$ cat src/rtl/twl_pkg.sv
// shared types and constants for the tiling window layout block
// no dependencies; used by twl_divider and tiling_window_layout_core
package twl_pkg;

  localparam int COORD_W    = 13;
  localparam int GAP_W      = 8;
  localparam int RATIO_W    = 7;
  localparam int COUNT_W    = 4;
  localparam int MODE_W     = 3;
  localparam int INDEX_W    = 3;
  localparam int CFG_IDX_W  = 3;
  localparam int DIVIDEND_W = 20;
  localparam int DIVISOR_W  = 7;

  localparam logic [COORD_W-1:0] COORD_MAX      = 13'h1FFF;
  localparam logic [COORD_W-1:0] PANEL_HEIGHT   = 13'd24;
  localparam logic [RATIO_W-1:0] PERCENT_FULL   = 7'd100;

  localparam logic [COORD_W-1:0] RST_SCREEN_WIDTH  = 13'd1024;
  localparam logic [COORD_W-1:0] RST_SCREEN_HEIGHT = 13'd768;
  localparam logic [GAP_W-1:0]   RST_GAP_SIZE      = 8'd4;
  localparam logic [RATIO_W-1:0] RST_MASTER_RATIO  = 7'd60;

  typedef enum logic [MODE_W-1:0] {
    LAYOUT_COLUMNS = 3'd0,
    LAYOUT_ROWS    = 3'd1,
    LAYOUT_TILES   = 3'd2,
    LAYOUT_FULL    = 3'd3,
    LAYOUT_MASTER  = 3'd4
  } layout_t;

  typedef enum logic [CFG_IDX_W-1:0] {
    CFG_SCREEN_WIDTH  = 3'd0,
    CFG_SCREEN_HEIGHT = 3'd1,
    CFG_GAP_SIZE      = 3'd2,
    CFG_MASTER_RATIO  = 3'd3
  } cfg_reg_t;

  typedef struct packed {
    logic                  start;
    logic [DIVIDEND_W-1:0] dividend;
    logic [DIVISOR_W-1:0]  divisor;
  } div_req_t;

  typedef struct packed {
    logic                  busy;
    logic                  done;
    logic [DIVIDEND_W-1:0] quotient;
  } div_rsp_t;

endpackage

$ cat src/rtl/twl_divider.sv
// restoring divider, one quotient bit per cycle
// depends on twl_pkg for widths and the request/response structs
module twl_divider
  import twl_pkg::*;
(
  input  logic     clk,
  input  logic     rst_n,
  input  div_req_t req,
  output div_rsp_t rsp
);

  localparam int CNT_W = $clog2(DIVIDEND_W);
  localparam logic [CNT_W-1:0] CNT_LAST = CNT_W'(DIVIDEND_W - 1);

  logic                  busy_r;
  logic                  done_r;
  logic [CNT_W-1:0]      cnt_r;
  logic [DIVISOR_W-1:0]  rem_r;
  logic [DIVIDEND_W-1:0] quo_r;
  logic [DIVISOR_W-1:0]  dsr_r;

  logic [DIVISOR_W:0]    trial;
  logic                  fits;
  logic [DIVISOR_W:0]    trial_sub;

  assign trial     = {rem_r, quo_r[DIVIDEND_W-1]};
  assign fits      = trial >= {1'b0, dsr_r};
  assign trial_sub = trial - {1'b0, dsr_r};

  always_ff @(posedge clk) begin
    if (!rst_n) begin
      busy_r <= 1'b0;
      done_r <= 1'b0;
    end else begin
      done_r <= 1'b0;
      if (req.start) begin
        busy_r <= 1'b1;
      end else if (busy_r && cnt_r == '0) begin
        busy_r <= 1'b0;
        done_r <= 1'b1;
      end
    end
  end

  always_ff @(posedge clk) begin
    if (req.start) begin
      cnt_r <= CNT_LAST;
      rem_r <= '0;
      quo_r <= req.dividend;
      dsr_r <= req.divisor;
    end else if (busy_r) begin
      cnt_r <= cnt_r - 1'b1;
      rem_r <= fits ? trial_sub[DIVISOR_W-1:0] : trial[DIVISOR_W-1:0];
      quo_r <= {quo_r[DIVIDEND_W-2:0], fits};
    end
  end

  assign rsp.busy     = busy_r;
  assign rsp.done     = done_r;
  assign rsp.quotient = quo_r;

endmodule

$ cat src/rtl/tiling_window_layout_core.sv
// tiling window layout: config registers, sequencer and rectangle emitter
// depends on twl_pkg and twl_divider
//
// usage:
//   input channel (in_valid / in_stall) takes one request beat: a window count
//   and a layout mode. the count saturates to MAX_WINDOWS; a count of zero is
//   taken and gives no results. in_stall is high while a request is in work.
//   result channel (out_valid / out_stall) gives one rectangle beat per window
//   in window order, with out_last_rect on the final one. an output register
//   holds a stalled beat; the emitter waits while it is full and stalled.
//   config channel (cfg_valid / cfg_ready / cfg_index / cfg_wdata) writes the
//   screen size, gap and master ratio; cfg_ready is always high and writes are
//   to be made only while no request is in work. unknown indexes are ignored.
//   sequence: after the request beat the block passes through prep, then for
//   columns, rows and grid one pass of the shared divider (split, wait), for
//   master plus stack two divider passes (ratio, wait, stack, wait), and for
//   fullscreen and unknown modes none; then load and emit, one rectangle per
//   cycle while the output is not stalled.
//   reset (synchronous, rst_n low) returns the config registers to their defaults,
//   drops any pending beat and leaves the block idle.
module tiling_window_layout_core
  import twl_pkg::*;
#(
  parameter int MAX_WINDOWS = 8
) (
  input  logic                 clk,
  input  logic                 rst_n,
  input  logic                 in_valid,
  output logic                 in_stall,
  input  logic [COUNT_W-1:0]   in_window_count,
  input  logic [MODE_W-1:0]    in_layout_mode,
  output logic                 out_valid,
  input  logic                 out_stall,
  output logic [INDEX_W-1:0]   out_window_index,
  output logic [COORD_W-1:0]   out_rect_x,
  output logic [COORD_W-1:0]   out_rect_y,
  output logic [COORD_W-1:0]   out_rect_width,
  output logic [COORD_W-1:0]   out_rect_height,
  output logic                 out_last_rect,
  input  logic                 cfg_valid,
  output logic                 cfg_ready,
  input  logic [CFG_IDX_W-1:0] cfg_index,
  input  logic [COORD_W-1:0]   cfg_wdata
);

  localparam logic [COUNT_W:0] MAX_CNT = (COUNT_W+1)'(MAX_WINDOWS);

  typedef enum logic [7:0] {
    S_IDLE  = 8'b0000_0001,
    S_PREP  = 8'b0000_0010,
    S_SPLIT = 8'b0000_0100,
    S_RATIO = 8'b0000_1000,
    S_WAIT  = 8'b0001_0000,
    S_STACK = 8'b0010_0000,
    S_LOAD  = 8'b0100_0000,
    S_EMIT  = 8'b1000_0000
  } state_t;

  function automatic logic [COORD_W-1:0] sat_sub(logic [COORD_W-1:0] a,
                                                 logic [COORD_W-1:0] b);
    return (a > b) ? a - b : '0;
  endfunction

  function automatic logic [COORD_W-1:0] sat_add(logic [COORD_W-1:0] a,
                                                 logic [COORD_W:0]   b);
    logic [COORD_W+1:0] s;
    s = {2'b0, a} + {1'b0, b};
    return (s > {2'b0, COORD_MAX}) ? COORD_MAX : s[COORD_W-1:0];
  endfunction

  // configuration registers
  logic [COORD_W-1:0] screen_width_r;
  logic [COORD_W-1:0] screen_height_r;
  logic [GAP_W-1:0]   gap_size_r;
  logic [RATIO_W-1:0] master_ratio_r;

  assign cfg_ready = 1'b1;

  always_ff @(posedge clk) begin
    if (!rst_n) begin
      screen_width_r  <= RST_SCREEN_WIDTH;
      screen_height_r <= RST_SCREEN_HEIGHT;
      gap_size_r      <= RST_GAP_SIZE;
      master_ratio_r  <= RST_MASTER_RATIO;
    end else if (cfg_valid && cfg_ready) begin
      unique case (cfg_index)
        CFG_SCREEN_WIDTH:  screen_width_r  <= cfg_wdata;
        CFG_SCREEN_HEIGHT: screen_height_r <= cfg_wdata;
        CFG_GAP_SIZE:      gap_size_r      <= cfg_wdata[GAP_W-1:0];
        CFG_MASTER_RATIO:  master_ratio_r  <= cfg_wdata[RATIO_W-1:0];
        default: ;
      endcase
    end
  end

  // geometry from config
  logic [COORD_W-1:0] gap;
  logic [COORD_W-1:0] gap2;
  logic [COORD_W-1:0] gap3;
  logic [COORD_W-1:0] usable;
  logic [COORD_W-1:0] top;
  logic [COORD_W-1:0] full_w;
  logic [COORD_W-1:0] full_h;
  logic [COORD_W-1:0] cell_w;
  logic [RATIO_W-1:0] ratio;

  assign gap    = {{(COORD_W-GAP_W){1'b0}}, gap_size_r};
  assign gap2   = {{(COORD_W-GAP_W-1){1'b0}}, gap_size_r, 1'b0};
  assign gap3   = gap2 + gap;
  assign usable = sat_sub(sat_sub(screen_height_r, PANEL_HEIGHT), gap);
  assign top    = PANEL_HEIGHT + gap;
  assign full_w = sat_sub(screen_width_r, gap2);
  assign full_h = sat_sub(usable, gap);
  assign cell_w = sat_sub(screen_width_r, gap3) >> 1;
  assign ratio  = (master_ratio_r > PERCENT_FULL) ? PERCENT_FULL : master_ratio_r;

  // sequencer state
  state_t             state_r;
  logic               ratio_phase_r;
  logic [COUNT_W-1:0] n_r;
  logic [MODE_W-1:0]  mode_r;
  logic [COORD_W-1:0] prod_r;
  logic [COORD_W-1:0] q_r;
  logic [COORD_W-1:0] mw_r;
  logic [COORD_W-1:0] stw_r;
  logic [COORD_W-1:0] stack_x_r;

  // emitter state
  logic [COUNT_W-1:0] idx_r;
  logic               col_r;
  logic [COORD_W-1:0] x_r;
  logic [COORD_W-1:0] y_r;
  logic [COORD_W-1:0] rw_r;
  logic [COORD_W-1:0] rh_r;
  logic [COORD_W-1:0] alt_w_r;
  logic [COORD_W-1:0] alt_h_r;
  logic [COORD_W:0]   inc_x_r;
  logic [COORD_W:0]   inc_y_r;

  // output register
  logic               out_valid_r;
  logic [INDEX_W-1:0] out_index_r;
  logic [COORD_W-1:0] out_x_r;
  logic [COORD_W-1:0] out_y_r;
  logic [COORD_W-1:0] out_w_r;
  logic [COORD_W-1:0] out_h_r;
  logic               out_last_r;

  logic               in_fire;
  logic [COUNT_W:0]   n_clip;
  logic [COUNT_W-1:0] rows;
  logic [COUNT_W-1:0] n_minus1;
  logic               emit_fire;
  logic               emit_last;

  assign in_stall  = (state_r != S_IDLE);
  assign in_fire   = in_valid && !in_stall;
  assign n_clip    = ({1'b0, in_window_count} > MAX_CNT) ? MAX_CNT : {1'b0, in_window_count};
  assign rows      = COUNT_W'(({1'b0, n_r} + 1'b1) >> 1);
  assign n_minus1  = n_r - 1'b1;
  assign emit_fire = (state_r == S_EMIT) && (!out_valid_r || !out_stall);
  assign emit_last = ({1'b0, idx_r} + 1'b1) == {1'b0, n_r};

  // shared multiplier
  logic [COORD_W-1:0]    mul_a;
  logic [RATIO_W-1:0]    mul_b;
  logic [DIVIDEND_W-1:0] mul_p;

  always_comb begin
    mul_a = gap;
    mul_b = RATIO_W'({1'b0, n_r} + 1'b1);
    if (state_r == S_RATIO) begin
      mul_a = screen_width_r;
      mul_b = ratio;
    end else begin
      case (mode_r)
        LAYOUT_TILES:  mul_b = RATIO_W'({1'b0, rows} + 1'b1);
        LAYOUT_MASTER: mul_b = RATIO_W'(n_r);
        default:       mul_b = RATIO_W'({1'b0, n_r} + 1'b1);
      endcase
    end
  end

  assign mul_p = {{(DIVIDEND_W-COORD_W){1'b0}}, mul_a} *
                 {{(DIVIDEND_W-RATIO_W){1'b0}}, mul_b};

  // shared divider
  div_req_t           div_req;
  div_rsp_t           div_rsp;
  logic [COORD_W-1:0] split_num;
  logic [COORD_W-1:0] quo;

  assign quo = div_rsp.quotient[COORD_W-1:0];

  always_comb begin
    split_num = sat_sub(usable, prod_r);
    if (mode_r == LAYOUT_COLUMNS) begin
      split_num = sat_sub(screen_width_r, prod_r);
    end
  end

  always_comb begin
    div_req.start    = 1'b0;
    div_req.dividend = {{(DIVIDEND_W-COORD_W){1'b0}}, split_num};
    div_req.divisor  = DIVISOR_W'(n_r);
    unique case (state_r)
      S_SPLIT: begin
        div_req.start = 1'b1;
        if (mode_r == LAYOUT_TILES) begin
          div_req.divisor = DIVISOR_W'(rows);
        end
      end
      S_RATIO: begin
        div_req.start    = 1'b1;
        div_req.dividend = mul_p;
        div_req.divisor  = PERCENT_FULL;
      end
      S_STACK: begin
        div_req.start   = 1'b1;
        div_req.divisor = DIVISOR_W'(n_minus1);
      end
      default: ;
    endcase
  end

  twl_divider u_div (
    .clk   (clk),
    .rst_n (rst_n),
    .req   (div_req),
    .rsp   (div_rsp)
  );

  // sequencer
  always_ff @(posedge clk) begin
    if (!rst_n) begin
      state_r <= S_IDLE;
    end else begin
      unique case (state_r)
        S_IDLE: begin
          if (in_fire && n_clip != '0) begin
            state_r <= S_PREP;
          end
        end
        S_PREP: begin
          case (mode_r) inside
            LAYOUT_COLUMNS, LAYOUT_ROWS, LAYOUT_TILES: state_r <= S_SPLIT;
            LAYOUT_MASTER:                             state_r <= S_RATIO;
            default:                                   state_r <= S_LOAD;
          endcase
        end
        S_SPLIT: state_r <= S_WAIT;
        S_RATIO: state_r <= S_WAIT;
        S_WAIT: begin
          if (div_rsp.done) begin
            state_r <= ratio_phase_r ? S_STACK : S_LOAD;
          end
        end
        S_STACK: state_r <= S_WAIT;
        S_LOAD:  state_r <= S_EMIT;
        S_EMIT: begin
          if (emit_fire && emit_last) begin
            state_r <= S_IDLE;
          end
        end
        default: state_r <= S_IDLE;
      endcase
    end
  end

  // datapath registers
  always_ff @(posedge clk) begin
    if (in_fire) begin
      n_r <= n_clip[COUNT_W-1:0];
      if (in_layout_mode == LAYOUT_MASTER && n_clip == (COUNT_W+1)'(1)) begin
        mode_r <= LAYOUT_FULL;
      end else begin
        mode_r <= in_layout_mode;
      end
    end
    if (state_r == S_PREP) begin
      prod_r <= mul_p[COORD_W-1:0];
    end
    if (state_r == S_SPLIT || state_r == S_STACK) begin
      ratio_phase_r <= 1'b0;
    end
    if (state_r == S_RATIO) begin
      ratio_phase_r <= 1'b1;
    end
    if (state_r == S_WAIT && div_rsp.done) begin
      if (ratio_phase_r) begin
        mw_r <= sat_sub(quo, gap2);
      end else begin
        q_r <= quo;
      end
    end
    if (state_r == S_STACK) begin
      stw_r     <= sat_sub(sat_sub(screen_width_r, mw_r), gap3);
      stack_x_r <= sat_add(mw_r, {1'b0, gap2});
    end
  end

  // rectangle emitter
  always_ff @(posedge clk) begin
    if (state_r == S_LOAD) begin
      idx_r   <= '0;
      col_r   <= 1'b0;
      x_r     <= (mode_r > LAYOUT_MASTER) ? '0 : gap;
      y_r     <= (mode_r > LAYOUT_MASTER) ? PANEL_HEIGHT : top;
      inc_x_r <= {1'b0, (mode_r == LAYOUT_TILES) ? cell_w : q_r} + {1'b0, gap};
      inc_y_r <= {1'b0, q_r} + {1'b0, gap};
      alt_w_r <= stw_r;
      alt_h_r <= q_r;
      case (mode_r)
        LAYOUT_COLUMNS: begin
          rw_r <= q_r;
          rh_r <= full_h;
        end
        LAYOUT_ROWS: begin
          rw_r <= full_w;
          rh_r <= q_r;
        end
        LAYOUT_TILES: begin
          rw_r <= cell_w;
          rh_r <= q_r;
        end
        LAYOUT_FULL: begin
          rw_r <= full_w;
          rh_r <= full_h;
        end
        LAYOUT_MASTER: begin
          rw_r <= mw_r;
          rh_r <= full_h;
        end
        default: begin
          rw_r <= '0;
          rh_r <= '0;
        end
      endcase
    end else if (emit_fire) begin
      idx_r <= idx_r + 1'b1;
      case (mode_r)
        LAYOUT_COLUMNS: x_r <= sat_add(x_r, inc_x_r);
        LAYOUT_ROWS:    y_r <= sat_add(y_r, inc_y_r);
        LAYOUT_TILES: begin
          col_r <= !col_r;
          if (!col_r) begin
            x_r <= sat_add(x_r, inc_x_r);
          end else begin
            x_r <= gap;
            y_r <= sat_add(y_r, inc_y_r);
          end
        end
        LAYOUT_MASTER: begin
          if (idx_r == '0) begin
            x_r  <= stack_x_r;
            rw_r <= alt_w_r;
            rh_r <= alt_h_r;
          end else begin
            y_r <= sat_add(y_r, inc_y_r);
          end
        end
        default: ;
      endcase
    end
  end

  // output register
  always_ff @(posedge clk) begin
    if (!rst_n) begin
      out_valid_r <= 1'b0;
    end else if (emit_fire) begin
      out_valid_r <= 1'b1;
    end else if (!out_stall) begin
      out_valid_r <= 1'b0;
    end
  end

  always_ff @(posedge clk) begin
    if (emit_fire) begin
      out_index_r <= idx_r[INDEX_W-1:0];
      out_x_r     <= x_r;
      out_y_r     <= y_r;
      out_w_r     <= rw_r;
      out_h_r     <= rh_r;
      out_last_r  <= emit_last;
    end
  end

  assign out_valid        = out_valid_r;
  assign out_window_index = out_index_r;
  assign out_rect_x       = out_x_r;
  assign out_rect_y       = out_y_r;
  assign out_rect_width   = out_w_r;
  assign out_rect_height  = out_h_r;
  assign out_last_rect    = out_last_r;

`ifndef SYNTHESIS
  a_busy_after_request: assert property (@(posedge clk) disable iff (!rst_n)
    in_fire && in_window_count != '0 |=> in_stall)
    else $error("request with windows did not start work");

  a_done_only_in_wait: assert property (@(posedge clk) disable iff (!rst_n)
    div_rsp.done |-> state_r == S_WAIT)
    else $error("divider finished outside wait state");

  a_no_emit_while_dividing: assert property (@(posedge clk) disable iff (!rst_n)
    state_r == S_EMIT |-> !div_rsp.busy)
    else $error("emitting while divider busy");

  a_index_in_range: assert property (@(posedge clk) disable iff (!rst_n)
    state_r == S_EMIT |-> idx_r < n_r)
    else $error("window index beyond count");

  a_idle_after_last: assert property (@(posedge clk) disable iff (!rst_n)
    emit_fire && emit_last |=> state_r == S_IDLE && out_valid && out_last_rect)
    else $error("last beat did not return to idle");
`endif

endmodule
$ cat config.mk
export PLATFORM = sky130hd
export DESIGN_NAME = tiling_window_layout_core
export DESIGN_NICKNAME = d
export VERILOG_FILES = /design/src/rtl/twl_pkg.sv /design/src/rtl/twl_divider.sv /design/src/rtl/tiling_window_layout_core.sv
export SDC_FILE = /design/constraint.sdc
export NUM_CORES = 1
export LEC_CHECK = 0
export BUFFER_PORTS_ARGS = -buffer_cell sky130_fd_sc_hd__buf_2
export CAP_MARGIN = 20
export CORE_ASPECT_RATIO = 0.8
export CORE_MARGIN = 4
export CORE_UTILIZATION = 45
export DETAILED_ROUTE_END_ITERATION = 6
export GPL_TIMING_DRIVEN = 0
export PLACE_DENSITY_LB_ADDON = 0.15
export SYNTH_ARGS = -nofsm -noshare
export SYNTH_HDL_FRONTEND = slang
export SYNTH_SLANG_ARGS = --single-unit
$ cat constraint.sdc
create_clock -name clk -period 5.85 [get_ports clk]
set_input_delay 0.8775 -clock clk [delete_from_list [all_inputs] [get_ports clk]]
set_output_delay 0.8775 -clock clk [all_outputs]
set_load 0.01 [all_outputs]
==> results.toml <==
[logic_synthesis]
syn_avg_cell_area_um2 = 9.59
ys_ff_latch = 329
syn_area_um2 = 23900
synth_async_sr_flop_share = 0
synth_edf_count = 259
synthCells = 2495
seq_area_frac_synth = 0.384
synthesis.nets = 2794
dominantRegCellSynth = "edfxtp_1"
synth_cell_types = 98
ys_warn_count = 0

[clock_tree]
numCtsBuffers = 38
clock_latency_ns = 0.57
holdBufCountCts = 0
root_buffer = "clkbuf_16"
htree_levels = 2
clkTransAtPathRegs_ns = 0.06
cts_sinks = 329
clk_path_buf_depth = 3
cts_tree = "yes"

[layout]
layout.area.seq_um2 = 9210
final_common_cell = "edfxtp_1"
top_register = "u_div.quo_r"
n_fill_cell = 4703
drive_gt1_frac = 0.177
layout_common_cells = "edfxtp_1 (259), nand2_1 (251), ha_1 (184)"
multi_input_area_um2 = 14700
top_regs = "u_div.quo_r (20), inc_x_r (14), inc_y_r (14)"
final_core_util = 0.543
layout.nets = 3028
syn2layout_area_growth_pct = 19.3
largest_reg_flops = 20

[sta]
setup_viol = 7
timing.final.ws_setup_ns = -0.434
slew_headroom = 0.284
clock_skew_ns = 0.0220
hold_viol_final = 0
max_clock_freq_mhz = 159
layout_min_cycle_time_ns = 6.28
drv_slew = 0
tightest_slew_ns = 1.07
setup-tns-final_ns = -1.84
rsz0062_at_grt = "true"
hold_ws_ns = 0.417
fin_crit_sh = 1.07

[pwr]
p_leak_nw = 11.8
p_per_area_nw_per_um2 = 221
peakVddDrop_v = 0.000166

[critical_path]
r2r-start = "n_r[1]"
cp_data_arrival_time_ns = 6.56
ff2ff_path_depth = 23
slowest_stage = "fa_1"
slowest_delay_ns = 0.57
reg2reg_to = "u_div.quo_r[19]"
crit_chain = "buf_6, ha_4, xor2_4, nand2_2, xnor2_2, nand2_1, a41o_4, or2_4, fa_1, fa_1, fa_1, inv_2, fa_1, ha_4, a21o_1, nor3_4, a21oi_4, a31oi_4, o211ai_1, a2111o_1, a31oi_4, xnor2_2, o21ai_1"
rrSetupSlack_ns = -0.43
crit_type = "reg -> reg"
cp-start-kind = "flip-flop"
crit_path_end_kind = "flip-flop"
crit_top_cell = "fa_1"
crit_required_ns = 6.13
cp_top_family = "adder cells"
crit_buf_inv = 2
crit_fanout = 5

[floorplanning]
start_util = 0.455
core_area_um2 = 52600
die_area_um2 = 56900
ioPinCount = 87
fp.dieH_um = 214
die_width_um = 266
rows = 75

[place]
port_buffers = 84
dp_hpwl_um = 60000
pre_cts_ws_ns = -1.57
gp_congestion = 0.961

[global_routing]
grt_pass1_vias = 19300
antenna_found_initial = 3
grt_max_degree = 39
overflow = 0
grt_usage = 0.269
grt_pass1_wl_um = 117000

[detailed_routing]
ant_nets = 0
drt_iter0_markers = 2034
wirelength_um = 79400
drt_pass1_iterations = 6
drt-wirelength-per-cell_um = 23.0
viasPerCell = 5.85
remaining_drc_errors = 0
vias = 20200

[worst_hold_path]
hold_depth = 0
holdPathEnd = "out_rect_width[7]"
hp-start = "rw_r[7]"
min_path_type = "reg -> reg"

[outcome]
status = "complete, but fails checks"
violations = "setup timing"

[job]
drv_cap = 0
## per-stage QoR
| step | total power [mW] | cells | area, um2 |
|---|---|---|---|
| after floorplan | 3.40 | 2495 | 24100 |
| after global placement | 3.69 | 3272 | 25400 |
| after detailed placement | 3.71 | 3278 | 25500 |
| after CTS | 6.22 | 3397 | 27700 |
| after global routing | 6.55 | 3450 | 28500 |
| final | 6.30 | 3451 | 28500 |
## power breakdown
group	switching, mW	total [mW]	internal, mW
Clock	1.00	2.40	1.39
Combinational	0.734	1.26	0.522
Sequential	0.0717	2.64	2.57
## worst max-delay path by stage
stage	start	endpoint	slack, ns	depth (start not counted)
after global placement	mode_r[0]	u_div.quo_r[18]	-1.50	22
after CTS	mode_r[0]	u_div.quo_r[19]	-0.32	24
after floorplan	state_r[4]	u_div.quo_r[19]	0.02	24
after detailed placement	gap_size_r[4]	inc_x_r[12]	-1.57	27
final	n_r[1]	u_div.quo_r[19]	-0.43	23
after global routing	n_r[0]	u_div.quo_r[18]	-0.65	26
## cell usage after synthesis, types with 14 or more instances
| cell | n | area share |
|---|---|---|
| xnor2_1 | 106 | 0.039 |
| o21a_1 | 18 | 0.0056 |
| nand4_1 | 24 | 0.0063 |
| mux2i_1 | 22 | 0.0092 |
| o21bai_1 | 20 | 0.0063 |
| fa_1 | 70 | 0.059 |
| a31oi_1 | 16 | 0.0042 |
| clkbuf_1 | 73 | 0.011 |
| o211ai_1 | 15 | 0.0047 |
| nor3_1 | 53 | 0.011 |
| or2_2 | 22 | 0.0058 |
| nand2_1 | 256 | 0.040 |
| and2_1 | 27 | 0.0071 |
| a211oi_1 | 25 | 0.0078 |
| a21oi_1 | 152 | 0.032 |
| dfxtp_1 | 70 | 0.059 |
| a21o_1 | 55 | 0.017 |
| xor2_1 | 53 | 0.019 |
| o21ai_0 | 115 | 0.024 |
| ha_1 | 201 | 0.11 |
| nand3_1 | 48 | 0.010 |
| nand2b_1 | 26 | 0.0068 |
| a21boi_0 | 44 | 0.014 |
| nor2b_1 | 46 | 0.012 |
| nor2_1 | 198 | 0.031 |
| a22oi_1 | 26 | 0.0082 |
| and3_1 | 41 | 0.011 |
| inv_1 | 185 | 0.029 |
| or3_1 | 15 | 0.0039 |
| o21ai_1 | 14 | 0.0029 |
| edfxtp_1 | 259 | 0.33 |
## repair_timing
item / 4_1_cts / 5_1_grt
pin swaps: 61 / 60
endpoints found under the setup margin: 66 / 55
resized for setup: 150 / 89
gates cloned: 0 / 1
buffers inserted: 55 / 52
## cells by family after synthesis
logic type / after synthesis / synth area share
buffers and inverters: 271 / 0.0435
and+or+nand+nor: 815 / 0.166
adders and majority gates: 272 / 0.164
muxes: 30 / 0.0134
DFF: 329 / 0.384
xor gates and xnor gates: 159 / 0.0582
other: 1 / 0.000157
AOI/OAI and AO/OA: 618 / 0.171
## worst register-to-register path, cell delays in order, from the launching register on
cell and delay, ns:
edfxtp_1 0.51, buf_6 0.17, ha_4 0.17, xor2_4 0.22, nand2_2 0.11, xnor2_2 0.19
nand2_1 0.10, a41o_4 0.30, or2_4 0.26, fa_1 0.49, fa_1 0.43, fa_1 0.51
inv_2 0.04, fa_1 0.57, ha_4 0.23, a21o_1 0.19, nor3_4 0.20, a21oi_4 0.09
a31oi_4 0.16, o211ai_1 0.14, a2111o_1 0.48, a31oi_4 0.17, xnor2_2 0.19, o21ai_1 0.09
## area by class of cell
class | count | share of cell area
clock buffers | 50 | 0.0363
well taps | 693 | 0.0304
plain buffers | 78 | 0.0147
inverters | 188 | 0.0254
repair buffers | 199 | 0.0482
multi-input cells | 1895 | 0.515
flip-flops and latches | 329 | 0.323
diodes | 1 | 0.0000877
clock inverters | 18 | 0.00693
## per-layer routing
layer	global-route usage	share of wire
met5	0	0.000088
met3	0.0922	0.11
met1	0.381	0.44
met2	0.392	0.42
met4	0.0777	0.031
Note: power is estimated with default switching activity, not from simulation.
